[src/rtl/assert_macros.svh]
// ---------------------------------------------------------------------------
// assertion macros
// concurrent checks, empty under synthesis
// ---------------------------------------------------------------------------
`ifndef ASSERT_MACROS_SVH
`define ASSERT_MACROS_SVH

`ifndef SYNTHESIS
`define FXTV_ASSERT(lbl, clk, rst_n, prop) \
  lbl: assert property (@(posedge clk) disable iff (!rst_n) (prop)) \
    else $error("fxtv check failed");
`define FXTV_ASSERT_ALWAYS(lbl, clk, prop) \
  lbl: assert property (@(posedge clk) (prop)) \
    else $error("fxtv check failed");
`else
`define FXTV_ASSERT(lbl, clk, rst_n, prop)
`define FXTV_ASSERT_ALWAYS(lbl, clk, prop)
`endif

`endif

[src/rtl/fxtv_pkg.sv]
// ---------------------------------------------------------------------------
// fxtv_pkg
// shared constants and types of the tag=value field decoder
// ---------------------------------------------------------------------------
package fxtv_pkg;

  localparam int MAX_MSG_BYTES = 4096;
  localparam int POS_W         = $clog2(MAX_MSG_BYTES + 1);
  localparam int OFF_W         = $clog2(MAX_MSG_BYTES);
  localparam int TAG_W         = 20;
  localparam int UINT_W        = 64;
  localparam int FRAC_W        = 7;
  localparam int DELIM_W       = 8;
  localparam int SCALE_W       = 20;
  localparam int CFG_IDX_W     = 1;
  localparam int CFG_DATA_W    = 20;
  localparam int Q_DEPTH       = 4;

  localparam logic [TAG_W-1:0]   TAG_SAT       = TAG_W'(999999);
  localparam logic [TAG_W-1:0]   TAG_MSGTYPE   = TAG_W'(35);
  localparam logic [7:0]         CH_EQUALS     = 8'h3d;
  localparam logic [7:0]         CH_MINUS      = 8'h2d;
  localparam logic [7:0]         CH_POINT      = 8'h2e;
  localparam logic [7:0]         CH_ZERO       = 8'h30;
  localparam logic [7:0]         CH_NINE       = 8'h39;
  localparam logic [DELIM_W-1:0] DELIM_RESET   = DELIM_W'(1);
  localparam logic [SCALE_W-1:0] SCALE_RESET   = SCALE_W'(100);

  typedef enum logic [CFG_IDX_W-1:0] {
    CFG_FIELD_DELIMITER = 1'b0,
    CFG_SCALE_FACTOR    = 1'b1
  } cfg_idx_t;

  typedef struct packed {
    logic              has_field;
    logic [TAG_W-1:0]  field_tag;
    logic [UINT_W-1:0] unsigned_value;
    logic [UINT_W-1:0] int_part;
    logic [FRAC_W-1:0] frac;
    logic              is_negative;
    logic [OFF_W-1:0]  value_offset;
    logic [POS_W-1:0]  value_length;
    logic              msg_end;
    logic              msg_valid;
    logic              tag_error;
  } rec_t;

  typedef struct packed {
    logic                     has_field;
    logic [TAG_W-1:0]         field_tag;
    logic [UINT_W-1:0]        unsigned_value;
    logic signed [UINT_W-1:0] price_value;
    logic [OFF_W-1:0]         value_offset;
    logic [POS_W-1:0]         value_length;
    logic                     msg_end;
    logic                     msg_valid;
    logic                     tag_error;
  } res_t;

endpackage

[src/rtl/fxtv_front.sv]
// ---------------------------------------------------------------------------
// fxtv_front
// byte parser: tag and value tracking, accumulators, field records
// ---------------------------------------------------------------------------
module fxtv_front (
  input  logic                           clk,
  input  logic                           rst_n,
  input  logic                           in_valid,
  output logic                           in_stall,
  input  logic [7:0]                     in_msg_byte,
  input  logic                           in_msg_last,
  input  logic [fxtv_pkg::DELIM_W-1:0]   field_delimiter,
  input  logic                           q_full,
  output logic                           push,
  output fxtv_pkg::rec_t                 push_rec
);
  import fxtv_pkg::*;

  function automatic logic [UINT_W-1:0] times10_add(input logic [UINT_W-1:0] a,
                                                   input logic [3:0] d);
    times10_add = {a[UINT_W-4:0], 3'b000} + {a[UINT_W-2:0], 1'b0} + {60'd0, d};
  endfunction

  logic              in_value_r, in_value_nxt;
  logic              bad_r, bad_nxt;
  logic              pend_r, pend_nxt;
  logic [TAG_W-1:0]  tag_r, tag_nxt;
  logic [UINT_W-1:0] uint_r, uint_nxt;
  logic              ustop_r, ustop_nxt;
  logic [UINT_W-1:0] ipart_r, ipart_nxt;
  logic [FRAC_W-1:0] frac_r, frac_nxt;
  logic [1:0]        fcnt_r, fcnt_nxt;
  logic              point_r, point_nxt;
  logic              neg_r, neg_nxt;
  logic              pstop_r, pstop_nxt;
  logic [POS_W-1:0]  pos_r, pos_nxt;
  logic [OFF_W-1:0]  vbegin_r, vbegin_nxt;
  logic [POS_W-1:0]  vcnt_r, vcnt_nxt;
  logic              mtype_r, mtype_nxt;

  logic              accept;
  logic              emit;
  logic              is_digit;
  logic [3:0]        dval;
  logic [POS_W-1:0]  pos_inc;

  assign in_stall = q_full;
  assign accept   = in_valid && !q_full;
  assign is_digit = (in_msg_byte >= CH_ZERO) && (in_msg_byte <= CH_NINE);
  assign dval     = in_msg_byte[3:0];
  assign pos_inc  = pos_r + POS_W'(1);

  always_comb begin
    in_value_nxt = in_value_r;
    bad_nxt      = bad_r;
    pend_nxt     = pend_r;
    tag_nxt      = tag_r;
    uint_nxt     = uint_r;
    ustop_nxt    = ustop_r;
    ipart_nxt    = ipart_r;
    frac_nxt     = frac_r;
    fcnt_nxt     = fcnt_r;
    point_nxt    = point_r;
    neg_nxt      = neg_r;
    pstop_nxt    = pstop_r;
    pos_nxt      = pos_r;
    vbegin_nxt   = vbegin_r;
    vcnt_nxt     = vcnt_r;
    mtype_nxt    = mtype_r;
    emit         = 1'b0;
    push         = 1'b0;
    push_rec     = '0;

    if (accept) begin
      pos_nxt = (pos_r < POS_W'(MAX_MSG_BYTES)) ? pos_inc : POS_W'(MAX_MSG_BYTES);
      if (!bad_r) begin
        if (!in_value_r) begin
          if (in_msg_byte == CH_EQUALS) begin
            if (pend_r) begin
              bad_nxt = 1'b1;
            end else begin
              in_value_nxt = 1'b1;
              uint_nxt     = '0;
              ustop_nxt    = 1'b0;
              ipart_nxt    = '0;
              frac_nxt     = '0;
              fcnt_nxt     = '0;
              point_nxt    = 1'b0;
              neg_nxt      = 1'b0;
              pstop_nxt    = 1'b0;
              vcnt_nxt     = '0;
              vbegin_nxt   = (pos_inc < POS_W'(MAX_MSG_BYTES)) ? pos_inc[OFF_W-1:0]
                                                              : OFF_W'(MAX_MSG_BYTES - 1);
              emit         = in_msg_last;
            end
          end else if (is_digit) begin
            if (({4'd0, tag_r} << 3) + ({4'd0, tag_r} << 1) + (TAG_W+4)'(dval)
                > (TAG_W+4)'(TAG_SAT)) begin
              tag_nxt = TAG_SAT;
            end else begin
              tag_nxt = TAG_W'(({4'd0, tag_r} << 3) + ({4'd0, tag_r} << 1)
                               + (TAG_W+4)'(dval));
            end
          end else begin
            pend_nxt = 1'b1;
          end
        end else if (in_msg_byte == field_delimiter) begin
          emit = 1'b1;
        end else begin
          emit = in_msg_last;
          if (vcnt_r < POS_W'(MAX_MSG_BYTES)) begin
            vcnt_nxt = vcnt_r + POS_W'(1);
          end
          if (!ustop_r) begin
            if (is_digit) begin
              uint_nxt = times10_add(uint_r, dval);
            end else begin
              ustop_nxt = 1'b1;
            end
          end
          if ((vcnt_r == '0) && (in_msg_byte == CH_MINUS)) begin
            neg_nxt = 1'b1;
          end else if (!pstop_r) begin
            if (in_msg_byte == CH_POINT) begin
              point_nxt = 1'b1;
            end else if (!is_digit) begin
              pstop_nxt = 1'b1;
            end else if (point_r) begin
              if (fcnt_r < 2'd2) begin
                frac_nxt = FRAC_W'({frac_r, 3'b000} + {2'b00, frac_r, 1'b0} + {6'd0, dval});
                fcnt_nxt = fcnt_r + 2'd1;
              end
            end else begin
              ipart_nxt = times10_add(ipart_r, dval);
            end
          end
        end
      end

      if (emit) begin
        push_rec.has_field      = 1'b1;
        push_rec.field_tag      = tag_nxt;
        push_rec.unsigned_value = uint_nxt;
        push_rec.int_part       = ipart_nxt;
        case (fcnt_nxt)
          2'd1:    push_rec.frac = FRAC_W'({frac_nxt, 3'b000} + {2'b00, frac_nxt, 1'b0});
          2'd2:    push_rec.frac = frac_nxt;
          default: push_rec.frac = '0;
        endcase
        push_rec.is_negative    = neg_nxt;
        push_rec.value_offset   = vbegin_nxt;
        push_rec.value_length   = vcnt_nxt;
        if (tag_nxt == TAG_MSGTYPE) begin
          mtype_nxt = (vcnt_nxt != '0);
        end
        in_value_nxt = 1'b0;
        tag_nxt      = '0;
        pend_nxt     = 1'b0;
      end

      if (in_msg_last) begin
        push_rec.msg_end   = 1'b1;
        push_rec.msg_valid = !bad_nxt && mtype_nxt;
        push_rec.tag_error = bad_nxt;
        in_value_nxt = 1'b0;
        bad_nxt      = 1'b0;
        pend_nxt     = 1'b0;
        tag_nxt      = '0;
        uint_nxt     = '0;
        ustop_nxt    = 1'b0;
        ipart_nxt    = '0;
        frac_nxt     = '0;
        fcnt_nxt     = '0;
        point_nxt    = 1'b0;
        neg_nxt      = 1'b0;
        pstop_nxt    = 1'b0;
        pos_nxt      = '0;
        vbegin_nxt   = '0;
        vcnt_nxt     = '0;
        mtype_nxt    = 1'b0;
      end

      push = emit || in_msg_last;
    end
  end

  always_ff @(posedge clk) begin
    if (!rst_n) begin
      in_value_r <= 1'b0;
      bad_r      <= 1'b0;
      pend_r     <= 1'b0;
      tag_r      <= '0;
      uint_r     <= '0;
      ustop_r    <= 1'b0;
      ipart_r    <= '0;
      frac_r     <= '0;
      fcnt_r     <= '0;
      point_r    <= 1'b0;
      neg_r      <= 1'b0;
      pstop_r    <= 1'b0;
      pos_r      <= '0;
      vbegin_r   <= '0;
      vcnt_r     <= '0;
      mtype_r    <= 1'b0;
    end else begin
      in_value_r <= in_value_nxt;
      bad_r      <= bad_nxt;
      pend_r     <= pend_nxt;
      tag_r      <= tag_nxt;
      uint_r     <= uint_nxt;
      ustop_r    <= ustop_nxt;
      ipart_r    <= ipart_nxt;
      frac_r     <= frac_nxt;
      fcnt_r     <= fcnt_nxt;
      point_r    <= point_nxt;
      neg_r      <= neg_nxt;
      pstop_r    <= pstop_nxt;
      pos_r      <= pos_nxt;
      vbegin_r   <= vbegin_nxt;
      vcnt_r     <= vcnt_nxt;
      mtype_r    <= mtype_nxt;
    end
  end

endmodule

[src/rtl/fxtv_queue.sv]
// ---------------------------------------------------------------------------
// fxtv_queue
// small record queue between parser and price pipeline
// ---------------------------------------------------------------------------
module fxtv_queue (
  input  logic           clk,
  input  logic           rst_n,
  input  logic           push,
  input  fxtv_pkg::rec_t push_rec,
  output logic           full,
  input  logic           pop,
  output fxtv_pkg::rec_t pop_rec,
  output logic           not_empty
);
  import fxtv_pkg::*;

  localparam int PTR_W = $clog2(Q_DEPTH);
  localparam int CNT_W = $clog2(Q_DEPTH + 1);

  rec_t             mem_r [Q_DEPTH];
  logic [PTR_W-1:0] wr_ptr_r, wr_ptr_nxt;
  logic [PTR_W-1:0] rd_ptr_r, rd_ptr_nxt;
  logic [CNT_W-1:0] count_r, count_nxt;
  logic             do_push;
  logic             do_pop;

  assign full      = (count_r == CNT_W'(Q_DEPTH));
  assign not_empty = (count_r != '0);
  assign do_push   = push && !full;
  assign do_pop    = pop && not_empty;
  assign pop_rec   = mem_r[rd_ptr_r];

  always_comb begin
    wr_ptr_nxt = wr_ptr_r;
    rd_ptr_nxt = rd_ptr_r;
    count_nxt  = count_r;
    if (do_push) begin
      wr_ptr_nxt = (wr_ptr_r == PTR_W'(Q_DEPTH - 1)) ? '0 : wr_ptr_r + PTR_W'(1);
    end
    if (do_pop) begin
      rd_ptr_nxt = (rd_ptr_r == PTR_W'(Q_DEPTH - 1)) ? '0 : rd_ptr_r + PTR_W'(1);
    end
    if (do_push && !do_pop) begin
      count_nxt = count_r + CNT_W'(1);
    end else if (do_pop && !do_push) begin
      count_nxt = count_r - CNT_W'(1);
    end
  end

  always_ff @(posedge clk) begin
    if (do_push) begin
      mem_r[wr_ptr_r] <= push_rec;
    end
  end

  always_ff @(posedge clk) begin
    if (!rst_n) begin
      wr_ptr_r <= '0;
      rd_ptr_r <= '0;
      count_r  <= '0;
    end else begin
      wr_ptr_r <= wr_ptr_nxt;
      rd_ptr_r <= rd_ptr_nxt;
      count_r  <= count_nxt;
    end
  end

endmodule

[src/rtl/fxtv_back.sv]
// ---------------------------------------------------------------------------
// fxtv_back
// price pipeline: split multiply, sum, sign, output register
// ---------------------------------------------------------------------------
module fxtv_back (
  input  logic                         clk,
  input  logic                         rst_n,
  input  logic [fxtv_pkg::SCALE_W-1:0] scale_factor,
  input  logic                         q_not_empty,
  input  fxtv_pkg::rec_t               q_rec,
  output logic                         q_pop,
  output logic                         out_valid,
  input  logic                         out_stall,
  output fxtv_pkg::res_t               out_res
);
  import fxtv_pkg::*;

  localparam int HALF_W = UINT_W / 2;
  localparam int PLO_W  = HALF_W + SCALE_W;

  logic              s1_v_r, s2_v_r, s3_v_r;
  rec_t              s1_rec_r, s2_rec_r;
  logic [PLO_W-1:0]  s1_plo_r;
  logic [HALF_W-1:0] s1_phi_r;
  logic [UINT_W-1:0] s2_sum_r;
  res_t              s3_res_r;
  logic [PLO_W-1:0]  plo_nxt;
  logic [PLO_W-1:0]  phi_full;
  logic [UINT_W-1:0] sum_nxt;
  res_t              res_nxt;
  logic              s1_free, s2_free, s3_free;

  assign s3_free = !s3_v_r || !out_stall;
  assign s2_free = !s2_v_r || s3_free;
  assign s1_free = !s1_v_r || s2_free;
  assign q_pop   = q_not_empty && s1_free;

  assign plo_nxt  = {{SCALE_W{1'b0}}, q_rec.int_part[HALF_W-1:0]}
                  * {{HALF_W{1'b0}}, scale_factor};
  assign phi_full = {{SCALE_W{1'b0}}, q_rec.int_part[UINT_W-1:HALF_W]}
                  * {{HALF_W{1'b0}}, scale_factor};

  assign sum_nxt = {{(UINT_W-PLO_W){1'b0}}, s1_plo_r} + {s1_phi_r, {HALF_W{1'b0}}}
                 + {{(UINT_W-FRAC_W){1'b0}}, s1_rec_r.frac};

  always_comb begin
    res_nxt.has_field      = s2_rec_r.has_field;
    res_nxt.field_tag      = s2_rec_r.field_tag;
    res_nxt.unsigned_value = s2_rec_r.unsigned_value;
    res_nxt.price_value    = s2_rec_r.is_negative ? -s2_sum_r : s2_sum_r;
    res_nxt.value_offset   = s2_rec_r.value_offset;
    res_nxt.value_length   = s2_rec_r.value_length;
    res_nxt.msg_end        = s2_rec_r.msg_end;
    res_nxt.msg_valid      = s2_rec_r.msg_valid;
    res_nxt.tag_error      = s2_rec_r.tag_error;
  end

  always_ff @(posedge clk) begin
    if (s1_free) begin
      s1_rec_r <= q_rec;
      s1_plo_r <= plo_nxt;
      s1_phi_r <= phi_full[HALF_W-1:0];
    end
    if (s2_free) begin
      s2_rec_r <= s1_rec_r;
      s2_sum_r <= sum_nxt;
    end
    if (s3_free) begin
      s3_res_r <= res_nxt;
    end
  end

  always_ff @(posedge clk) begin
    if (!rst_n) begin
      s1_v_r <= 1'b0;
      s2_v_r <= 1'b0;
      s3_v_r <= 1'b0;
    end else begin
      if (s1_free) begin
        s1_v_r <= q_pop;
      end
      if (s2_free) begin
        s2_v_r <= s1_v_r;
      end
      if (s3_free) begin
        s3_v_r <= s2_v_r;
      end
    end
  end

  assign out_valid = s3_v_r;
  assign out_res   = s3_res_r;

endmodule

[src/rtl/fix_tag_value_field_decoder.sv]
// each result passes the record queue, then price stages s1, s2 and s3, plus any queue wait
// throughput: one byte per cycle while in_stall is low; the split 64x20 price multiply is pipelined
// bytes that complete no field and are not last produce no result
// in_stall rises only while the 4-entry record queue is full
// synchronous active-low reset clears parser state, queue and pipeline
// configuration registers reset to delimiter 1 and price scale 100
// ---------------------------------------------------------------------------
// fix_tag_value_field_decoder
// tag=value field decoder top: configuration, parser, queue, price pipeline
// ---------------------------------------------------------------------------
`include "assert_macros.svh"

module fix_tag_value_field_decoder (
  input  logic                             clk,
  input  logic                             rst_n,
  input  logic                             cfg_we,
  input  logic [fxtv_pkg::CFG_IDX_W-1:0]   cfg_index,
  input  logic [fxtv_pkg::CFG_DATA_W-1:0]  cfg_wdata,
  input  logic                             in_valid,
  output logic                             in_stall,
  input  logic [7:0]                       in_msg_byte,
  input  logic                             in_msg_last,
  output logic                             out_valid,
  input  logic                             out_stall,
  output logic                             out_has_field,
  output logic [fxtv_pkg::TAG_W-1:0]       out_field_tag,
  output logic [fxtv_pkg::UINT_W-1:0]      out_unsigned_value,
  output logic signed [fxtv_pkg::UINT_W-1:0] out_price_value,
  output logic [fxtv_pkg::OFF_W-1:0]       out_value_offset,
  output logic [fxtv_pkg::POS_W-1:0]       out_value_length,
  output logic                             out_msg_end,
  output logic                             out_msg_valid,
  output logic                             out_tag_error
);
  import fxtv_pkg::*;

  logic [DELIM_W-1:0] delim_r;
  logic [SCALE_W-1:0] scale_r;
  logic               q_full;
  logic               q_push;
  logic               q_pop;
  logic               q_not_empty;
  rec_t               push_rec;
  rec_t               pop_rec;
  res_t               res;

  always_ff @(posedge clk) begin
    if (!rst_n) begin
      delim_r <= DELIM_RESET;
      scale_r <= SCALE_RESET;
    end else if (cfg_we) begin
      case (cfg_idx_t'(cfg_index))
        CFG_FIELD_DELIMITER: delim_r <= cfg_wdata[DELIM_W-1:0];
        CFG_SCALE_FACTOR:    scale_r <= cfg_wdata[SCALE_W-1:0];
        default:             delim_r <= delim_r;
      endcase
    end
  end

  fxtv_front u_front (
    .clk             (clk),
    .rst_n           (rst_n),
    .in_valid        (in_valid),
    .in_stall        (in_stall),
    .in_msg_byte     (in_msg_byte),
    .in_msg_last     (in_msg_last),
    .field_delimiter (delim_r),
    .q_full          (q_full),
    .push            (q_push),
    .push_rec        (push_rec)
  );

  fxtv_queue u_queue (
    .clk       (clk),
    .rst_n     (rst_n),
    .push      (q_push),
    .push_rec  (push_rec),
    .full      (q_full),
    .pop       (q_pop),
    .pop_rec   (pop_rec),
    .not_empty (q_not_empty)
  );

  fxtv_back u_back (
    .clk          (clk),
    .rst_n        (rst_n),
    .scale_factor (scale_r),
    .q_not_empty  (q_not_empty),
    .q_rec        (pop_rec),
    .q_pop        (q_pop),
    .out_valid    (out_valid),
    .out_stall    (out_stall),
    .out_res      (res)
  );

  assign out_has_field      = res.has_field;
  assign out_field_tag      = res.field_tag;
  assign out_unsigned_value = res.unsigned_value;
  assign out_price_value    = res.price_value;
  assign out_value_offset   = res.value_offset;
  assign out_value_length   = res.value_length;
  assign out_msg_end        = res.msg_end;
  assign out_msg_valid      = res.msg_valid;
  assign out_tag_error      = res.tag_error;

  `FXTV_ASSERT(a_end_flags_only_at_end, clk, rst_n, out_valid && !out_msg_end |-> !out_msg_valid && !out_tag_error)
  `FXTV_ASSERT(a_valid_excludes_error, clk, rst_n, out_valid && out_msg_valid |-> !out_tag_error)
  `FXTV_ASSERT(a_fieldless_is_zero, clk, rst_n, out_valid && !out_has_field |-> out_unsigned_value == '0 && out_value_length == '0 && out_field_tag == '0)
  `FXTV_ASSERT(a_no_push_when_full, clk, rst_n, q_full |-> in_stall)

endmodule
[config.mk]
export PLATFORM = sky130hd
export DESIGN_NAME = fix_tag_value_field_decoder
export DESIGN_NICKNAME = d
export VERILOG_FILES = /design/src/rtl/fxtv_pkg.sv /design/src/rtl/fxtv_front.sv /design/src/rtl/fxtv_queue.sv /design/src/rtl/fxtv_back.sv /design/src/rtl/fix_tag_value_field_decoder.sv
export VERILOG_INCLUDE_DIRS = /design/src /design/src/rtl
export SDC_FILE = /design/constraint.sdc
export NUM_CORES = 2
export LEC_CHECK = 0
export BUFFER_PORTS_ARGS = -buffer_cell sky130_fd_sc_hd__buf_2
export CAP_MARGIN = 20
export CORE_UTILIZATION = 57
export DETAILED_ROUTE_END_ITERATION = 12
export PLACE_DENSITY = 0.76
export SLEW_MARGIN = 0
export SYNTH_ARGS = -nofsm -noshare
export SYNTH_HDL_FRONTEND = slang
export SYNTH_HIERARCHICAL = 1
export SYNTH_SLANG_ARGS = --single-unit
[constraint.sdc]
create_clock -name clk -period 8.4 [get_ports clk]
set_input_delay 1.26 -clock clk [delete_from_list [all_inputs] [get_ports clk]]
set_output_delay 1.26 -clock clk [all_outputs]
set_load 0.005 [all_outputs]
======== Word level (Yosys, flattened, before mapping) ========
Memories as Yosys holds them, arrays and structs flattened. A register that Yosys moved wholly into a read port is not among the register bits.
Index checks and enable logic that the tools add are counted.
word-level totals
  memories ................................ 1
  input port bits ......................... 35
  output and inout port bits .............. 179
  bits in read-only memories .............. 0
  logic and storage cells ................. 278
  RAM bits ................................ 740
  bits in registers ....................... 801
  latch bits .............................. 0
memory list
  memory         words  bits a word  rd ports  clocked after Yosys merged registers in  wr ports  RTL line          source
  u_queue.mem_r  4      185          1         1                                        1         fxtv_queue.sv:20  rec_t mem_r [Q_DEPTH];
cells by class
  $add $sub $neg .......................... 19
  shift-type cells ........................ 0
  bitwise gates (word level) .............. 1
  multiplexer cells ....................... 140
  reductions and logical operators ........ 33
  equal/unequal tests ..................... 20
  multiply operators ...................... 2
  div/mod/pow operators ................... 0
  order comparisons ....................... 7
operators with widths
  kind                                                             count
  two-way mux 64 bit                                               20
  two-way mux 185 bit                                              1
  two-way mux 182 bit                                              1
  two-way mux 20 bit                                               8
  two-way mux 13 bit                                               10
  adder 64 x 4 -> 64 bit                                           2
  adder 64 bit                                                     2
  two-way mux 7 bit                                                13
  two-way mux 12 bit                                               6
  adder 52 x 64 -> 64 bit                                          1
  adder 64 x 7 -> 64 bit                                           1
  negator 64 bit                                                   1
  two-way mux 1 bit                                                60
  multiplier 32 x 20 -> 52 bit                                     1
  less-than comparator 13 bit, second input constant               3
  two-way mux 2 bit                                                17
  multiplier 32 x 20 -> 32 bit                                     1
  adder 13 x 1 -> 13 bit, second input constant                    2
  adder 23 x 21 -> 24 bit                                          1
  adder 24 x 4 -> 24 bit                                           1
  == test 8 x 6 -> 1 bit, second input constant                    3
  greater-than comparator 24 x 20 -> 1 bit, second input constant  1
  inequality test 3 bit, second input constant                     8
  == test 20 x 6 -> 1 bit, second input constant                   1
  other kinds (28)                                                 57

======== Depth between registers and ports, before layout ========
  depth in word-level cells ............... 16
  depth in mapped cells ................... 30
  depth with buffers taken out ............ 26

======== Modules after synthesis ========
The synthesis kept the hierarchy.
by module, submodules not included
  module                       area each (um^2)  seq. area each (um^2)  instances  cells an instance
  fxtv_back                    54,205.7          16,876.2               1          4,989
  fxtv_queue                   27,181.1          22,401.5               1          1,018
  fxtv_front                   21,429.3          4,063.9                1          2,890
  fix_tag_value_field_decoder  1,103.6           560.5                  1          122

======== Worst setup path before layout ========
OpenSTA, ideal clock, no wires.
  path kind ............................... register to register
  start ................................... reg (tool-made name)
  end ..................................... reg u_back.s1_plo_r[41], data pin
  cell stages (with the launch flop) ...... 28
  setup time .............................. 265 ps
  clock period less this slack ............ 7,818 ps
  buffers on the path ..................... 5
  arrival time ............................ 7,553 ps
  slack ................................... 582 ps
  required time ........................... 8,135 ps
  cells stage by stage .................... dfxtp_1 -> buf_6 -> buf_6 -> buf_6 -> mux4_2 -> clkbuf_1 -> and2_1 -> fa_1 -> inv_1 -> fa_1 -> fa_1 -> inv_1 -> fa_1 -> fa_1 -> fa_1 -> inv_1 -> fa_1 -> inv_1 -> ha_1 -> clkbuf_1 -> nand4_1 -> or4b_1 -> a221oi_1 -> nor3b_1 -> o21a_1 -> o21ai_1 -> a311oi_1 -> xnor2_1
RTL lines
  what                  RTL line         source
  to (signal assigned)  fxtv_back.sv:61  s1_plo_r <= plo_nxt;
  to (decl)             fxtv_back.sv:23  logic [PLO_W-1:0] s1_plo_r;

==> reports/qor.yml <==
sta:
  finalCritPeriodShare_pct: 97.05
  period_minus_slack_ns: 8.152
  finalSetupTns_ns: 0
  finalSetupViolCount: 0
  fin_ws_ns: 0.2476
  grt_setup_unrepaired: "no"
  slew_headroom_pct: 20.29
  worst_pin_slew_ns: 1.191
  hold_violations: 0
  skew_ns: 0.05159
  clock.fmax_mhz: 122.7
  drv_slew: 0
place:
  postPlaceCellArea_um2: 107700
  io_buffers: 213
  dp_hpwl_um: 188000
  placedCellCount: 11320
  place.gp.congestion: 0.9706
  place_ws_ns: 0.1160
global_routing:
  grt_pass1_vias: 72330
  grt_overflow_total: 0
  antenna_found_initial: 5
  track_usage_pct: 28.56
  grt_max_degree: 120
  grt_pass1_wl_um: 408600
clock_tree:
  cts_tree: "built"
  h-tree-depth: 4
  clockBufferDepth: 3
  clock-sinks: 1543
  clock_latency_ns: 0.81
  cts_root_buffer: "clkbuf_16"
  cts_made_buffers: 157
  path_clk_slew_ns: 0.06
  hold_buffers: 0
synthesis:
  yosysWarnings: 6
  postSynthAreaPerCell_um2: 11.52
  synth_edf_count: 1300
  synthCells: 9019
  ys_seq_area_share_pct: 42.25
  ys.flop_type: "edfxtp_1"
  synth_nets: 10530
  synth-seq-cells: 1543
  synth_most_common_cell: "edfxtp_1"
  synth_commonest_cells: "edfxtp_1, inv_1, nand2_1, fa_1, ha_1"
  yosys.area.top_type: "edfxtp_1"
  async_flop_share_pct: 0
  synth_area_leaders: "edfxtp_1, fa_1, ha_1"
  synth_top_area_share_pct: 37.57
  synth_cell_types: 103
  synth_area_um2: 103900
routing:
  drc: 0
  routed_wl_um: 261500
  ant_nets: 0
  drt-initial-drc-count: 6230
  firstDrtPassIters: 8
  wl_per_cell_um: 22.49
  vias: 69520
  routed_via_density: 5.980
pwr:
  switching_share_pct: 42.98
  p_comb_share_pct: 58.8
  leakagePower_nw: 47.31
  clkPwrFrac_pct: 15.9
  switchingPower_mw: 19.02
  ir_worst_vdd_v: 0.0007969
  p_per_area_nw_per_um2: 391.3
  power_frac_seq_pct: 25.3
  p_int_mw: 25.22
setup_path:
  cp.required_ns: 8.93
  crit_fanout: 17
  arrival_ns: 8.68
  end_kind: "flip-flop"
  worst_setup_path_start_kind: "flip-flop"
  crit_type: "flip-flop to flip-flop"
floorplanning:
  initial_core_util_pct: 57.43
  die_h_um: 429.0
  die_w_um: 429.0
  io_pins: 214
  die_area_um2: 184000
  num_rows: 156
  coreArea_um2: 180900
finish:
  stdcell_count: 11630
  final_area_um2: 113100
  fin_nets: 10630
  drive_gt1_share_pct: 9.891
  area_growth_syn_to_layout_pct: 8.798
run_status:
  status: "finished clean"
min_path:
  holdCritPathClass: "flip-flop to flip-flop"
  hp-start: "u_back/res_nxt[142]$_DFFE_PP_"
job:
  maxCapViolCount: 0
## registers in the layout, summed over array words and instances, names as in the netlist, 12 cells and up, named ones only
register          flops
u_back/out_res      177
u_front/tag_r        20
u_back/s1_phi_r      32
u_back/s1_plo_r      52
u_front/pos_r        13
scale_r              20
u_front/ipart_r      64
u_queue/mem_r       740
u_back/s1_rec_r     121
u_front/vcnt_r       13
u_back/s2_sum_r      64
u_back/res_nxt      113
u_front/vbegin_r     12
u_front/uint_r       64
## power groups by stage
stage,clock network (mW),registers (mW),logic (mW)
final,7.06,11.2,26.0
after global routing,7.46,11.3,28.9
after CTS,7.19,11.2,25.7
after detailed placement,0,11.3,25.5
after global placement,0,11.3,24.8
after floorplan,0,11.1,17.9
## metrics by stage
step	hold WS (ns)	total power, mW	util [%]
2_1_floorplan	0.4003	29.01	-
3_3_place_gp	0.4019	36.13	59.51
3_5_place_dp	0.4045	36.80	59.51
4_1_cts	0.4154	44.06	62.39
5_1_grt	0.4157	47.60	62.48
6_report	0.4131	44.24	62.49
## timing repair
item,4_1_cts,5_1_grt
setup buffers,0,6
endpoints found under the setup margin,0,16
gates resized for setup,0,3
## placed cells by master, fill, tap and decap left out, types with 29 or more instances in the layout
| cell type | n |
|---|---|
| mux2i_1 | 32 |
| a22oi_1 | 126 |
| edfxtp_1 | 1300 |
| o21ai_0 | 273 |
| nand2_1 | 1028 |
| o21bai_1 | 43 |
| clkbuf_16 | 159 |
| clkbuf_1 | 40 |
| o21a_1 | 35 |
| o31ai_1 | 42 |
| a21oi_1 | 325 |
| nand4_1 | 67 |
| xnor2_1 | 283 |
| buf_2 | 212 |
| a31oi_1 | 54 |
| dfxtp_1 | 231 |
| inv_1 | 1075 |
| and3_1 | 50 |
| xor2_1 | 104 |
| buf_4 | 168 |
| nor3_1 | 85 |
| nor2b_1 | 89 |
| and2_1 | 541 |
| ha_1 | 578 |
| nor2_1 | 375 |
| a21o_1 | 155 |
| nand3_1 | 121 |
| nand2b_1 | 32 |
| fa_1 | 900 |
| a211oi_1 | 35 |
| a22o_1 | 29 |
| mux4_2 | 185 |
## critical path, cell delays in order (launching register included)
cell	delay [ns]
dfxtp_4	0.59
buf_4	0.33
buf_4	0.26
mux4_2	0.48
buf_4	0.23
nand2_1	0.07
fa_1	0.41
fa_1	0.55
inv_1	0.05
fa_1	0.40
fa_1	0.56
inv_1	0.06
fa_1	0.50
fa_1	0.49
inv_1	0.05
fa_1	0.44
ha_1	0.27
or3_1	0.37
o221a_2	0.26
a32oi_1	0.30
a211oi_1	0.20
o31ai_2	0.35
o21bai_1	0.09
a21oi_1	0.25
o21ai_0	0.16
xor2_1	0.15
## final timing paths
kind	endpoint	slack, ns	cells after the start
max	u_back/s1_phi_r[30]$_DFFE_PN_	0.25	25
min	u_back/out_res[142]$_DFFE_PP_	0.41	0
max reg2reg	u_back/s1_phi_r[30]$_DFFE_PN_	0.25	25
min reg2reg	u_back/out_res[142]$_DFFE_PP_	0.41	0
## cell families after synthesis
logic type,count (synthesis),synth area share (%)
and+or+nand+nor,2522,11.73
DFF,1543,42.25
buffers and inverters,1539,5.771
adders and majority gates,1478,24.30
AOI/OAI and AO/OA,1331,8.351
xor gates and xnor gates,387,3.262
muxes,219,4.339
## layout make-up
type	instances	area (µm²)
multi-input cells	5939	54190
flip-flops and latches	1543	43920
well taps	2370	2965
diodes	4	10.01
inverters	1079	4058
repair buffers	400	2709
clock inverters	84	994.7
clock buffers	206	4214
fillers	13790	67880
## metal layers
layer | wire, µm | vias up | global-route usage, % | share of wire (%)
met2 | 121800 | 2915 | 45.90 | 47
met3 | 21720 | 555 | 5.535 | 8.3
met1 | 106600 | 35030 | 38.26 | 41
met5 | 13 | - | 0 | 0.0050
li1 | - | 31020 | - | -
met4 | 11330 | 2 | 11.68 | 4.3
No activity file was read; power rests on OpenSTA's default activity.
